`config.mk`:
```
export PLATFORM = sky130hd
export DESIGN_NAME = round_robin_entry_list_unit
export DESIGN_NICKNAME = d
export VERILOG_FILES = /design/src/hw/rtl/rrel_pkg.sv /design/src/hw/rtl/rrel_ram.sv /design/src/hw/rtl/round_robin_entry_list_unit.sv
export SDC_FILE = /design/constraint.sdc
export NUM_CORES = 1
export LEC_CHECK = 0
export ABC_AREA = 1
export BUFFER_PORTS_ARGS = -buffer_cell sky130_fd_sc_hd__buf_2
export CAP_MARGIN = 30
export CORE_MARGIN = 4
export CORE_UTILIZATION = 40
export DETAILED_ROUTE_END_ITERATION = 10
export PLACE_DENSITY = 0.62
export RECOVER_POWER = 100
export SLEW_MARGIN = 20
export SYNTH_ARGS = -nofsm -noshare
export SYNTH_HDL_FRONTEND = slang
export SYNTH_SLANG_ARGS = --single-unit
```
`constraint.sdc`:
```
create_clock -name clock -period 7.3 [get_ports clock]
set_clock_uncertainty 0.05 [all_clocks]
set_input_delay 1.46 -clock clock [delete_from_list [all_inputs] [get_ports clock]]
set_output_delay 1.46 -clock clock [all_outputs]
set_load 0.02 [all_outputs]
```
`src/hw/rtl/rrel_pkg.sv`:
```
// shared types and constants for the round-robin entry list unit
// no dependencies
package rrel_pkg;

   localparam int CAPACITY    = 16;
   localparam int VALUE_WIDTH = 32;
   localparam int IDX_W       = $clog2(CAPACITY);
   localparam int CNT_W       = $clog2(CAPACITY + 1);

   typedef enum logic [1:0] {
      FUNC_ADD    = 2'd0,
      FUNC_REMOVE = 2'd1,
      FUNC_NEXT   = 2'd2,
      FUNC_NOP    = 2'd3
   } func_type;

   typedef enum logic [1:0] {
      ST_OK        = 2'd0,
      ST_EMPTY     = 2'd1,
      ST_FULL      = 2'd2,
      ST_NOT_FOUND = 2'd3
   } status_type;

   typedef enum logic [2:0] {
      S_IDLE,
      S_DISPATCH,
      S_SEARCH,
      S_SHIFT,
      S_NEXT_WAIT,
      S_DONE
   } state_type;

   typedef struct packed {
      func_type               func;
      logic [VALUE_WIDTH-1:0] value;
   } req_type;

   typedef struct packed {
      logic [VALUE_WIDTH-1:0] out_value;
      status_type             status;
      logic [4:0]             entry_count;
   } rsp_type;

endpackage

```
`src/hw/rtl/rrel_ram.sv`:
```
// generic single-write, single-read ram with registered read data
// no dependencies
module rrel_ram #(
   parameter int WIDTH = 32,
   parameter int DEPTH = 16
) (
   input  logic                     clock,
   input  logic                     wr_en,
   input  logic [$clog2(DEPTH)-1:0] wr_addr,
   input  logic [WIDTH-1:0]         wr_data,
   input  logic [$clog2(DEPTH)-1:0] rd_addr,
   output logic [WIDTH-1:0]         rd_data
);

   logic [WIDTH-1:0] mem_ff [DEPTH];
   logic [WIDTH-1:0] rd_data_ff;

   always_ff @(posedge clock) begin
      if (wr_en) begin
         mem_ff[wr_addr] <= wr_data;
      end
      rd_data_ff <= mem_ff[rd_addr];
   end

   assign rd_data = rd_data_ff;

endmodule

```
`src/hw/rtl/round_robin_entry_list_unit.sv`:
```
// round-robin entry list: add, remove with compaction, and get next; depends on rrel_pkg, rrel_ram
// order: add, no-op, and remove or next on an empty list go straight from dispatch to the response state;
// next reads the ram in a wait state first; remove searches then shifts, one entry a cycle
// through the single ram read port; any response stall holds the response state
// one request at a time; the next request can be taken in the same cycle that the response is raised
// synchronous active-high reset empties the list and clears the position
module round_robin_entry_list_unit (
   input  logic              clock,
   input  logic              reset,
   input  logic              req_valid,
   output logic              req_stall,
   input  rrel_pkg::req_type req_data,
   output logic              rsp_valid,
   input  logic              rsp_stall,
   output rrel_pkg::rsp_type rsp_data
);

   rrel_pkg::state_type             state_ff, state_in;
   rrel_pkg::req_type               op_ff, op_in;
   logic [rrel_pkg::CNT_W-1:0]      count_ff, count_in;
   logic [rrel_pkg::IDX_W-1:0]      pos_ff, pos_in;
   logic [rrel_pkg::IDX_W-1:0]      idx_ff, idx_in;
   rrel_pkg::status_type            status_ff, status_in;
   logic [rrel_pkg::VALUE_WIDTH-1:0] outv_ff, outv_in;
   logic                            rsp_valid_ff, rsp_valid_in;
   rrel_pkg::rsp_type               rsp_ff, rsp_in;

   logic                            ram_we;
   logic [rrel_pkg::IDX_W-1:0]      ram_waddr;
   logic [rrel_pkg::VALUE_WIDTH-1:0] ram_wdata;
   logic [rrel_pkg::IDX_W-1:0]      ram_raddr;
   logic [rrel_pkg::VALUE_WIDTH-1:0] ram_rdata;

   logic                            req_take;
   logic                            hit;
   logic                            search_more;
   logic                            shift_more;
   logic                            rsp_free;
   logic [rrel_pkg::CNT_W-1:0]      count_dec;
   logic [rrel_pkg::IDX_W-1:0]      pos_adj;

   rrel_ram #(
      .WIDTH(rrel_pkg::VALUE_WIDTH),
      .DEPTH(rrel_pkg::CAPACITY)
   ) u_ram (
      .clock  (clock),
      .wr_en  (ram_we),
      .wr_addr(ram_waddr),
      .wr_data(ram_wdata),
      .rd_addr(ram_raddr),
      .rd_data(ram_rdata)
   );

   assign req_stall   = (state_ff != rrel_pkg::S_IDLE);
   assign req_take    = req_valid && !req_stall;
   assign hit         = (ram_rdata == op_ff.value);
   assign search_more = ((rrel_pkg::CNT_W'(idx_ff) + rrel_pkg::CNT_W'(1)) < count_ff);
   assign shift_more  = ((rrel_pkg::CNT_W'(idx_ff) + rrel_pkg::CNT_W'(2)) < count_ff);
   assign rsp_free    = !rsp_valid_ff || !rsp_stall;
   assign count_dec   = count_ff - rrel_pkg::CNT_W'(1);
   assign pos_adj     = (pos_ff > idx_ff) ? (pos_ff - rrel_pkg::IDX_W'(1)) : pos_ff;

   // next state
   always_comb begin
      state_in = state_ff;
      case (state_ff)
         rrel_pkg::S_IDLE: begin
            if (req_take) begin
               state_in = rrel_pkg::S_DISPATCH;
            end
         end
         rrel_pkg::S_DISPATCH: begin
            state_in = rrel_pkg::S_DONE;
            if (op_ff.func == rrel_pkg::FUNC_REMOVE && count_ff != '0) begin
               state_in = rrel_pkg::S_SEARCH;
            end else if (op_ff.func == rrel_pkg::FUNC_NEXT && count_ff != '0) begin
               state_in = rrel_pkg::S_NEXT_WAIT;
            end
         end
         rrel_pkg::S_SEARCH: begin
            if (hit) begin
               state_in = search_more ? rrel_pkg::S_SHIFT : rrel_pkg::S_DONE;
            end else if (!search_more) begin
               state_in = rrel_pkg::S_DONE;
            end
         end
         rrel_pkg::S_SHIFT: begin
            if (!shift_more) begin
               state_in = rrel_pkg::S_DONE;
            end
         end
         rrel_pkg::S_NEXT_WAIT: begin
            state_in = rrel_pkg::S_DONE;
         end
         rrel_pkg::S_DONE: begin
            if (rsp_free) begin
               state_in = rrel_pkg::S_IDLE;
            end
         end
         default: begin
            state_in = rrel_pkg::S_IDLE;
         end
      endcase
   end

   // datapath and outputs
   always_comb begin
      op_in        = op_ff;
      count_in     = count_ff;
      pos_in       = pos_ff;
      idx_in       = idx_ff;
      status_in    = status_ff;
      outv_in      = outv_ff;
      ram_we       = 1'b0;
      ram_waddr    = count_ff[rrel_pkg::IDX_W-1:0];
      ram_wdata    = op_ff.value;
      ram_raddr    = '0;
      rsp_in       = rsp_ff;
      rsp_valid_in = rsp_valid_ff && rsp_stall;
      case (state_ff)
         rrel_pkg::S_IDLE: begin
            if (req_take) begin
               op_in     = req_data;
               status_in = rrel_pkg::ST_OK;
               outv_in   = '0;
            end
         end
         rrel_pkg::S_DISPATCH: begin
            case (op_ff.func)
               rrel_pkg::FUNC_ADD: begin
                  if (count_ff == rrel_pkg::CNT_W'(rrel_pkg::CAPACITY)) begin
                     status_in = rrel_pkg::ST_FULL;
                  end else begin
                     ram_we   = 1'b1;
                     count_in = count_ff + rrel_pkg::CNT_W'(1);
                  end
               end
               rrel_pkg::FUNC_REMOVE: begin
                  if (count_ff == '0) begin
                     status_in = rrel_pkg::ST_NOT_FOUND;
                  end else begin
                     ram_raddr = '0;
                     idx_in    = '0;
                  end
               end
               rrel_pkg::FUNC_NEXT: begin
                  if (count_ff == '0) begin
                     status_in = rrel_pkg::ST_EMPTY;
                  end else begin
                     ram_raddr = pos_ff;
                  end
               end
               default: begin
               end
            endcase
         end
         rrel_pkg::S_SEARCH: begin
            if (hit) begin
               if (search_more) begin
                  pos_in    = pos_adj;
                  ram_raddr = idx_ff + rrel_pkg::IDX_W'(1);
               end else begin
                  count_in = count_dec;
                  pos_in   = (rrel_pkg::CNT_W'(pos_adj) >= count_dec) ? '0 : pos_adj;
               end
            end else if (search_more) begin
               ram_raddr = idx_ff + rrel_pkg::IDX_W'(1);
               idx_in    = idx_ff + rrel_pkg::IDX_W'(1);
            end else begin
               status_in = rrel_pkg::ST_NOT_FOUND;
            end
         end
         rrel_pkg::S_SHIFT: begin
            ram_we    = 1'b1;
            ram_waddr = idx_ff;
            ram_wdata = ram_rdata;
            if (shift_more) begin
               ram_raddr = idx_ff + rrel_pkg::IDX_W'(2);
               idx_in    = idx_ff + rrel_pkg::IDX_W'(1);
            end else begin
               count_in = count_dec;
               pos_in   = (rrel_pkg::CNT_W'(pos_ff) >= count_dec) ? '0 : pos_ff;
            end
         end
         rrel_pkg::S_NEXT_WAIT: begin
            outv_in = ram_rdata;
            if ((rrel_pkg::CNT_W'(pos_ff) + rrel_pkg::CNT_W'(1)) >= count_ff) begin
               pos_in = '0;
            end else begin
               pos_in = pos_ff + rrel_pkg::IDX_W'(1);
            end
         end
         rrel_pkg::S_DONE: begin
            if (rsp_free) begin
               rsp_valid_in       = 1'b1;
               rsp_in.out_value   = outv_ff;
               rsp_in.status      = status_ff;
               rsp_in.entry_count = 5'(count_ff);
            end
         end
         default: begin
         end
      endcase
   end

   always_ff @(posedge clock) begin
      if (reset) begin
         state_ff     <= rrel_pkg::S_IDLE;
         count_ff     <= '0;
         pos_ff       <= '0;
         rsp_valid_ff <= 1'b0;
      end else begin
         state_ff     <= state_in;
         count_ff     <= count_in;
         pos_ff       <= pos_in;
         rsp_valid_ff <= rsp_valid_in;
      end
   end

   always_ff @(posedge clock) begin
      op_ff     <= op_in;
      idx_ff    <= idx_in;
      status_ff <= status_in;
      outv_ff   <= outv_in;
      rsp_ff    <= rsp_in;
   end

   assign rsp_valid = rsp_valid_ff;
   assign rsp_data  = rsp_ff;

endmodule

```
==> results of run 1 <==
[area by class of cell]
cell class | instances | area share
sequential | 668 | 0.578
multi-input combinational | 1461 | 0.223
inverter | 627 | 0.0693
clock buffer | 96 | 0.0587
tap | 969 | 0.0357
timing repair buffer | 157 | 0.0275
clock inverter | 31 | 0.00759
[worst max-delay path, cell delays in order, from the launching register on]
cell	delay, ps
dfxtp_1	380
inv_1	110
nand2_1	240
nor2_8	190
inv_1	110
clkbuf_1	1250
o21ai_0	500
inv_1	170
nand2_1	160
nor2_1	1360
buf_4	620
[worst max-delay path by stage]
stage | startpoint | end | slack [ps] | cells past startpoint
4_1_cts | idx_ff[2]$_SDFFCE_PP0P_ | u_ram.rd_data[30]$_DFF_P_ | 2810 | 16
3_5_place_dp | idx_ff[2]$_SDFFCE_PP0P_ | u_ram.rd_data[30]$_DFF_P_ | 2850 | 16
2_1_floorplan | rsp_stall | rsp_data[0]$_DFFE_PP_ | 3590 | 3
6_report | state_ff[2]$_SDFFE_PP0P_ | u_ram.mem_ff[8][16]$_DFFE_PP_ | 1730 | 10
5_1_grt | state_ff[2]$_SDFFE_PP0P_ | u_ram.mem_ff[8][31]$_DFFE_PP_ | 1350 | 10
3_3_place_gp | idx_ff[2]$_SDFFCE_PP0P_ | u_ram.rd_data[30]$_DFF_P_ | 2840 | 16
[state kept, by name, indices dropped and copies added (netlist names)]
| register | count |
|---|---|
| u_ram.mem_ff | 512 |
| u_ram.rd_data | 32 |
| op_ff | 34 |
| status_ff | 2 |
| outv_ff | 32 |
| pos_ff | 4 |
| idx_ff | 4 |
| count_ff | 5 |
| state_ff | 3 |
| rsp_data | 39 |
| rsp_valid | 1 |
[cells in the mapped netlist (2+ instances only)]
library cell  instances  area, sq um
nor3_1                3         15.0
nand3_1             474         2370
nand4_2               2         25.0
buf_2                72          360
nand2_2               5         31.3
inv_1               617         2320
o21ai_0              55          275
o21a_1                2         15.0
a21oi_1              17         85.1
xor2_1                8         70.1
xnor2_1              23          201
nor2_1               97          364
nand2_4               2         22.5
nand2_1             454         1700
clkbuf_1             65          244
nand4_1             264         1650
nand3_2               3         30.0
a21boi_0              3         22.5
nor2_4                6         67.6
ha_1                 35          438
edfxtp_1            623        18700
inv_2                 9         33.8
buf_6                 2         22.5
dfxtp_1              45          901
buf_4                18          135
buf_1                14         52.6
a22oi_1               2         15.0
[cells in the final DEF, fill, tap and decap left out, types with 31 or more instances in the layout]
master,Yosys,layout
clkbuf_16,0,73
buf_2,72,31
edfxtp_1,623,623
nand4_1,264,264
ha_1,35,35
inv_1,617,619
clkbuf_1,65,100
nand2_1,454,453
o21ai_0,55,55
dfxtp_1,45,45
nor2_1,97,89
nand3_1,474,474
[cell families (layout without fill, tap and decap cells)]
group,after synthesis,count (layout),share of synthesized area
compound gates,82,82,0.0144
xor+xnor,31,31,0.00897
fa+ha+maj,35,35,0.0145
buf+inv,798,911,0.105
flops,668,668,0.648
simple gates,1313,1313,0.209
[layer usage]
metal  wire [microns]  vias to the layer above  track usage
met4             1810                        0       0.0619
li1                 -                     9962            -
met1            33500                     9921        0.254
met5                0                        -            0
met3             5490                      123       0.0300
met2            36700                      768        0.319
[power by group]
group / internal [uW] / total (uW) / leakage (uW) / switching, uW
combinational: 878 / 3000 / 0.00696 / 2120
sequential: 4960 / 5180 / 0.00604 / 227
clock: 2030 / 3480 / 0.00110 / 1460
[per-stage QoR]
stage               area, sq um  std cells   util  hold WS (ps)
CTS                       34200       4005  0.458           367
global placement          31700       3870  0.425           351
global route              33900       4009  0.454           372
finish                    33900       4009  0.454           365
detailed placement        31900       3878  0.427           355
floorplan                 30300       2927      -           350
==> results.yml, run 1 <==
logic_synthesis:
  yosysSeqAreaShare: 0.648
  syn-instance-count: 2927
  ys_seq_elements: 668
  async_reset_ff_frac: 0
  syn_avg_cell_area_sq_um: 10.3
  syn-num-nets: 3000
  synth_ff_type: "edfxtp_1"
  synth.distinct_cells: 34
  netlist_area_sq_um: 30300
  synth_edf_count: 623
  ys.warnings.count: 0
die:
  die_h_microns: 283
  core-area_sq_um: 74700
  rows: 100
  start_util: 0.405
  die-area_sq_um: 80100
  io_pins: 79
  die_w_microns: 283
sta:
  min_period_over_period: 0.763
  fin_ws_ps: 1730
  tightest_slew_ps: 2980
  finalSetupTns_ps: 0
  relSlewSlack: -0.985
  hold_viol: 0
  slew_violations: 185
  rsz0062_at_grt: "false"
  period_minus_slack_ps: 5570
  setup_viol_count_final: 0
  fmax_ghz: 0.180
power:
  max-vdd-ir-drop_mv: 0.160
  power.density_nw_per_um2: 344
  p_total_uw: 11700
  p_leak_uw: 0.0141
worst_hold_path:
  min-delay-start: "outv_ff[23]$_SDFFCE_PN0P_"
  whs_endpoint: "rsp_data[30]$_DFFE_PP_"
  min_path_type: "reg -> reg"
  min_delay_path_depth: 0
detailed_routing:
  drt-pass1-iter-count: 5
  viasPerCell: 5.18
  vias: 20774
  routedWlPerCell_microns: 19.4
  wl_microns: 77600
  drt-initial-drc-count: 2174
  drcViolationCount: 0
  antenna_left: 0
critical_path:
  timing.rr.end: "u_ram.mem_ff[8][16]$_DFFE_PP_"
  critPathArrivalTime_ps: 5770
  cp_data_required_time_ps: 7500
  startpoint_type: "register"
  crit_path_end_kind: "register"
  path_class: "reg -> reg"
  rrSetupSlack_ps: 1730
  worstRegToRegCells: 10
  critPathMaxFanout: 32
  reg2reg_from: "state_ff[2]$_SDFFE_PP0P_"
clock_tree:
  cts_hold_buf: 0
  clock_path_buffers: 3
  root_buffer: "clkbuf_16"
  clk_pin_slew_worst_paths_ps: 60
  clock-sinks: 668
  cts_setup_buffers: 0
  cts_buffers: 71
  cts_tree: "built"
  clkLatencyLatePin_ps: 620
  cts_resized: 0
  cts_max_level: 3
finish:
  drive_gt1_frac: 0.0688
  multi_input_area_sq_um: 7580
  nNetsFinal: 3059
  seqCellArea_sq_um: 19600
  area_delta_synth_final_pct: 12.2
  diodes: 0
  fillers: 6914
placement:
  dpl.hpwl_microns: 40100
  dp_slack_ps: 2850
  routabilityCongestion: 0.813
  io_buffers: 78
run_status:
  failed_checks: "capacitance limit, slew limit"
  status: "complete, but fails checks"
global_routing:
  grt_pass1_vias: 20119
  grt_max_degree: 129
  antenna_found_initial: 0
  grt_usage: 0.190
  grt_pass1_wl_microns: 119000
  grt_overflow: 0
job:
  max_cap_viol_count: 7
Power figures use the tool's default switching activity.
==> run 2: changes to the inputs <==
Clock period 7.3 ns to 5.4 ns, I/O delays scaled along.
==> run 2 against run 1 <==
Effect of this change: the run still ends with capacitance limit, slew limit left; final cell count is essentially flat; register-to-register slack worse by 1100 ps; largest cell class unchanged; via count down 0.64%; cell area about the same; die area stayed put; count of clock-buffer cells in the layout fell by 9.
==> results.yml, run 2 (synthesized netlist as in run 1, its figures left out) <==
power:
  swShare: 0.328
  seqPwrFrac: 0.443
  power.density_nw_per_um2: 467
  combPwrFrac: 0.257
  max-vdd-ir-drop_mv: 0.223
  p_leak_uw: 0.0141
  power_frac_clock: 0.300
  p_sw_uw: 5200
  internal-power_uw: 10600
critical_path:
  max_stage_delay_ps: 910
  cp_num_buf_inv: 3
  critPathArrivalTime_ps: 4930
  slowest_stage: "nor2_1"
  rrSetupSlack_ps: 650
  critPathMaxFanout: 31
  startpoint_type: "register"
  path_class: "reg -> reg"
  critical-path-top-delay-family: "simple AND/OR/NAND/NOR gates"
  cp_data_required_time_ps: 5580
  path_cells: "inv_1 -> nand2_1 -> nor2_1 -> inv_1 -> o21ai_0 -> nand2_1 -> nor2_1 -> clkbuf_1"
  crit_path_end_kind: "register"
die:
  rows: 100
  core-area_sq_um: 74700
  die_h_microns: 283
  io_pins: 79
  die-area_sq_um: 80100
  die_w_microns: 283
  start_util: 0.405
placement:
  dpl.hpwl_microns: 41000
  routabilityCongestion: 0.835
  io_buffers: 78
finish:
  largest_register_ffs: 512
  mostFrequentLayoutCell: "edfxtp_1"
  multi_input_area_sq_um: 7570
  seqCellArea_sq_um: 19600
  fillers: 6888
  area_delta_synth_final_pct: 12.2
  drive_gt1_frac: 0.0707
  regMostFlops: "u_ram.mem_ff"
  most-common-layout-cells: "edfxtp_1 (623), inv_1 (620), nand3_1 (474)"
  nNetsFinal: 3061
clock_tree:
  clk_pin_slew_worst_paths_ps: 60
  cts_resized: 0
  clkLatencyLatePin_ps: 620
  clock_path_buffers: 3
  cts_hold_buf: 0
  cts_setup_buffers: 0
  cts_buffers: 71
  cts_tree: "built"
  root_buffer: "clkbuf_16"
  cts_max_level: 3
  clock-sinks: 668
detailed_routing:
  vias: 20641
  wl_microns: 76500
  drcViolationCount: 0
  viasPerCell: 5.14
  routedWlPerCell_microns: 19.1
  drt-initial-drc-count: 1925
  drt-pass1-iter-count: 5
  antenna_left: 0
sta:
  whs_ps: 366
  setup_viol_count_final: 0
  relSlewSlack: -0.702
  period_minus_slack_ps: 4750
  hold_viol: 0
  rsz0062_at_grt: "false"
  min_period_over_period: 0.880
  finalSetupTns_ps: 0
  slew_violations: 164
  fmax_ghz: 0.211
  tightest_slew_ps: 2550
run_status:
  failed_checks: "capacitance limit, slew limit"
  status: "complete, but fails checks"
global_routing:
  grt_usage: 0.187
  grt_pass1_wl_microns: 117000
  antenna_found_initial: 2
  grt_max_degree: 185
  grt_pass1_vias: 19618
  grt_overflow: 0
worst_hold_path:
  min_path_type: "reg -> reg"
job:
  max_cap_viol_count: 8
-- run 2: layer usage --
metal	track usage	vias to the layer above	routed length (microns)
met2	0.306	691	35600
met1	0.255	9867	33200
met5	0	-	0
li1	-	9969	-
met3	0.0311	114	5640
met4	0.0599	0	1930
-- run 2: path summary, 6_finish.rpt --
| check | end | cells past startpoint | from |
|---|---|---|---|
| setup / recovery | u_ram.mem_ff[8][13]$_DFFE_PP_ | 8 | state_ff[2]$_SDFFE_PP0P_ |
| hold / removal | rsp_data[37]$_DFFE_PP_ | 0 | outv_ff[30]$_SDFFCE_PN0P_ |
| setup reg to reg | u_ram.mem_ff[8][13]$_DFFE_PP_ | 8 | state_ff[2]$_SDFFE_PP0P_ |
| hold reg to reg | rsp_data[37]$_DFFE_PP_ | 0 | outv_ff[30]$_SDFFCE_PN0P_ |
-- run 2: power by group through the flow --
stage                     Sequential [uW]  Clock, uW  Combinational, uW
final                                7020       4750               4070
after global routing                 7070       5060               4580
after CTS                            7000       4860               4200
after detailed placement             7100          0               4180
after global placement               7090          0               4090
after floorplan                      7030          0               2840
-- run 2: per-stage QoR --
stage	instances	instance area [sq um]	utilization	power [uW]	setup WS, ps
global route	4012	33900	0.454	16700	371
floorplan	2927	30300	-	9870	1990
finish	4013	33900	0.454	15800	650
detailed placement	3882	32000	0.428	11300	1150
CTS	4010	34200	0.458	16100	1110
global placement	3876	31900	0.427	11200	1150
-- run 2: layout make-up --
type	count	area share
clock inverters	41	0.0115
clock buffers	87	0.0550
well taps	969	0.0357
diodes	1	0.0000737
multi-input cells	1461	0.223
repair buffers	159	0.0274
inverters	627	0.0694
flip-flops and latches	668	0.578
==> run 3: changes to the inputs <==
Settings changed: PLACE_DENSITY 0.62 to 0.64.
Clock period 5.4 ns to 4.1 ns, I/O delays scaled along.
==> run 3 against run 2 <==
Effect of this change: the flow still finishes with violations (capacitance limit, slew limit); sequential power grew 31%; via count up 1.3%; global-route usage grew 0.21 points; sequential cell count is the same; hold slack got worse by 31 ps; non-clock buffer count up 6; first-iteration DRC count rose by 8.3%; power up 32%; count of clock-buffer cells in the layout is 7 higher; routed wire length grew 1.3%; final cell count up 0.17%; critical endpoint is now u_ram.mem_ff[10][14]$_DFFE_PP_; highest routed layer unchanged.
==> results.yml, run 3 (synthesized netlist as in run 1, its figures left out) <==
critical_path:
  path_class: "reg -> reg"
  critPathMaxFanout: 27
  reg2reg_from: "state_ff[2]$_SDFFE_PP0P_"
  crit_start: "state_ff[2]$_SDFFE_PP0P_"
  crit_path_end_kind: "register"
  critPathArrivalTime_ps: 3920
  cp_data_required_time_ps: 4270
  startpoint_type: "register"
clock_tree:
  clkLatencyLatePin_ps: 610
  clk_pin_slew_worst_paths_ps: 60
  cts_hold_buf: 0
  cts_tree: "built"
  clock_path_buffers: 3
  cts_buffers: 70
  cts_max_level: 3
  cts_setup_buffers: 0
  clock-sinks: 668
  cts_resized: 0
  root_buffer: "clkbuf_16"
global_routing:
  grt_overflow: 0
  grt_usage: 0.189
  grt_max_degree: 179
  antenna_found_initial: 0
  grtUsageMet1: 0.252
  globalRouteMet2Util: 0.314
  grt_most_used_layer: "met2"
  grt_pass1_vias: 19974
  grt_pass1_wl_microns: 118000
  use_met3: 0.0296
sta:
  rsz0062_at_grt: "false"
  slew_violations: 68
  min_period_over_period: 0.916
  finalSetupTns_ps: 0
  setup_viol_count_final: 0
  hold_viol: 0
  period_minus_slack_ps: 3760
  tightest_slew_ps: 2040
  relSlewSlack: -0.362
  fmax_ghz: 0.266
  fin_ws_ps: 345
die:
  start_util: 0.405
  core-area_sq_um: 74700
  die_w_microns: 283
  die-area_sq_um: 80100
  rows: 100
  io_pins: 79
  die_h_microns: 283
detailed_routing:
  drt-pass1-iter-count: 5
  routedWlPerCell_microns: 19.3
  drt-initial-drc-count: 2084
  drcViolationCount: 0
  antenna_left: 0
  viasPerCell: 5.20
  wl_microns: 77500
  vias: 20910
finish:
  fillers: 6891
  area_delta_synth_final_pct: 12.4
  fin_util: 0.455
  nNetsFinal: 3066
  regMostFlops: "u_ram.mem_ff"
  mostFrequentLayoutCell: "edfxtp_1"
  final-instance-count-excl-fill: 4020
  largest_register_ffs: 512
  most-common-layout-cells: "edfxtp_1 (623), inv_1 (619), nand3_1 (475)"
  drive_gt1_frac: 0.0748
placement:
  routabilityCongestion: 0.813
  io_buffers: 78
  dp_slack_ps: 681
  placedCellCount: 3890
  dpl.hpwl_microns: 40300
job:
  max_cap_viol_count: 3
power:
  power.density_nw_per_um2: 612
  p_leak_uw: 0.0142
  max-vdd-ir-drop_mv: 0.333
run_status:
  failed_checks: "capacitance limit, slew limit"
  status: "complete, but fails checks"
worst_hold_path:
  min-delay-start: "req_data[1]"
  min_path_type: "in -> reg"
==> run 3: cell types whose count changed in the layout (fill, tap and decap cells not counted), sizes merged <==
cell and delta:
clkbuf +12, buf +1, bufinv -1, inv -2
clkinvlp -5, clkinv +2
==> run 3: worst paths after layout <==
path | to | slack, ps | cells past startpoint
worst max-delay path | u_ram.mem_ff[10][14]$_DFFE_PP_ | 340 | 8
worst min-delay path | op_ff[1]$_DFFE_PP_ | 340 | 1
worst max register to register | u_ram.mem_ff[10][14]$_DFFE_PP_ | 340 | 8
worst min register to register | rsp_data[5]$_DFFE_PP_ | 370 | 0
==> run 3: layout make-up <==
cell class	count	area [sq um]	share of cell area
clock buffer	94	1940	0.0569
antenna	1	2.50	0.0000736
sequential	668	19600	0.576
inverter	627	2350	0.0692
clock inverter	35	293	0.00861
tap	969	1210	0.0356
multi-input combinational	1461	7560	0.222
timing repair buffer	165	1050	0.0309
==> run 3: metal layers <==
metal | wire (microns) | share of wire
met2 | 36500 | 0.47
met5 | 0 | 0
met1 | 33300 | 0.43
met3 | 5540 | 0.072
met4 | 2150 | 0.028
==> run 3: power breakdown <==
part / switching (uW) / total [uW] / internal, uW
logic: 3800 / 5420 / 1620
clock network: 2610 / 6190 / 3590
registers: 398 / 9210 / 8820
==> run 3: stage by stage <==
| stage | cell area, sq um | total power, uW | hold slack [ps] |
|---|---|---|---|
| 5_1_grt | 34000 | 22000 | 315 |
| 3_3_place_gp | 32100 | 14800 | 351 |
| 2_1_floorplan | 30300 | 13000 | 350 |
| 3_5_place_dp | 32200 | 14900 | 355 |
| 6_report | 34000 | 20800 | 335 |
| 4_1_cts | 34400 | 21100 | 303 |
==> run 3: worst max-delay path: stages (launching register included) <==
cell and delay (ps):
dfxtp_1 340, inv_1 130, nand2_1 190, nor2_8 270, inv_1 430, o21ai_0 620, nand2_1 320, nor2_4 170
clkbuf_2 840
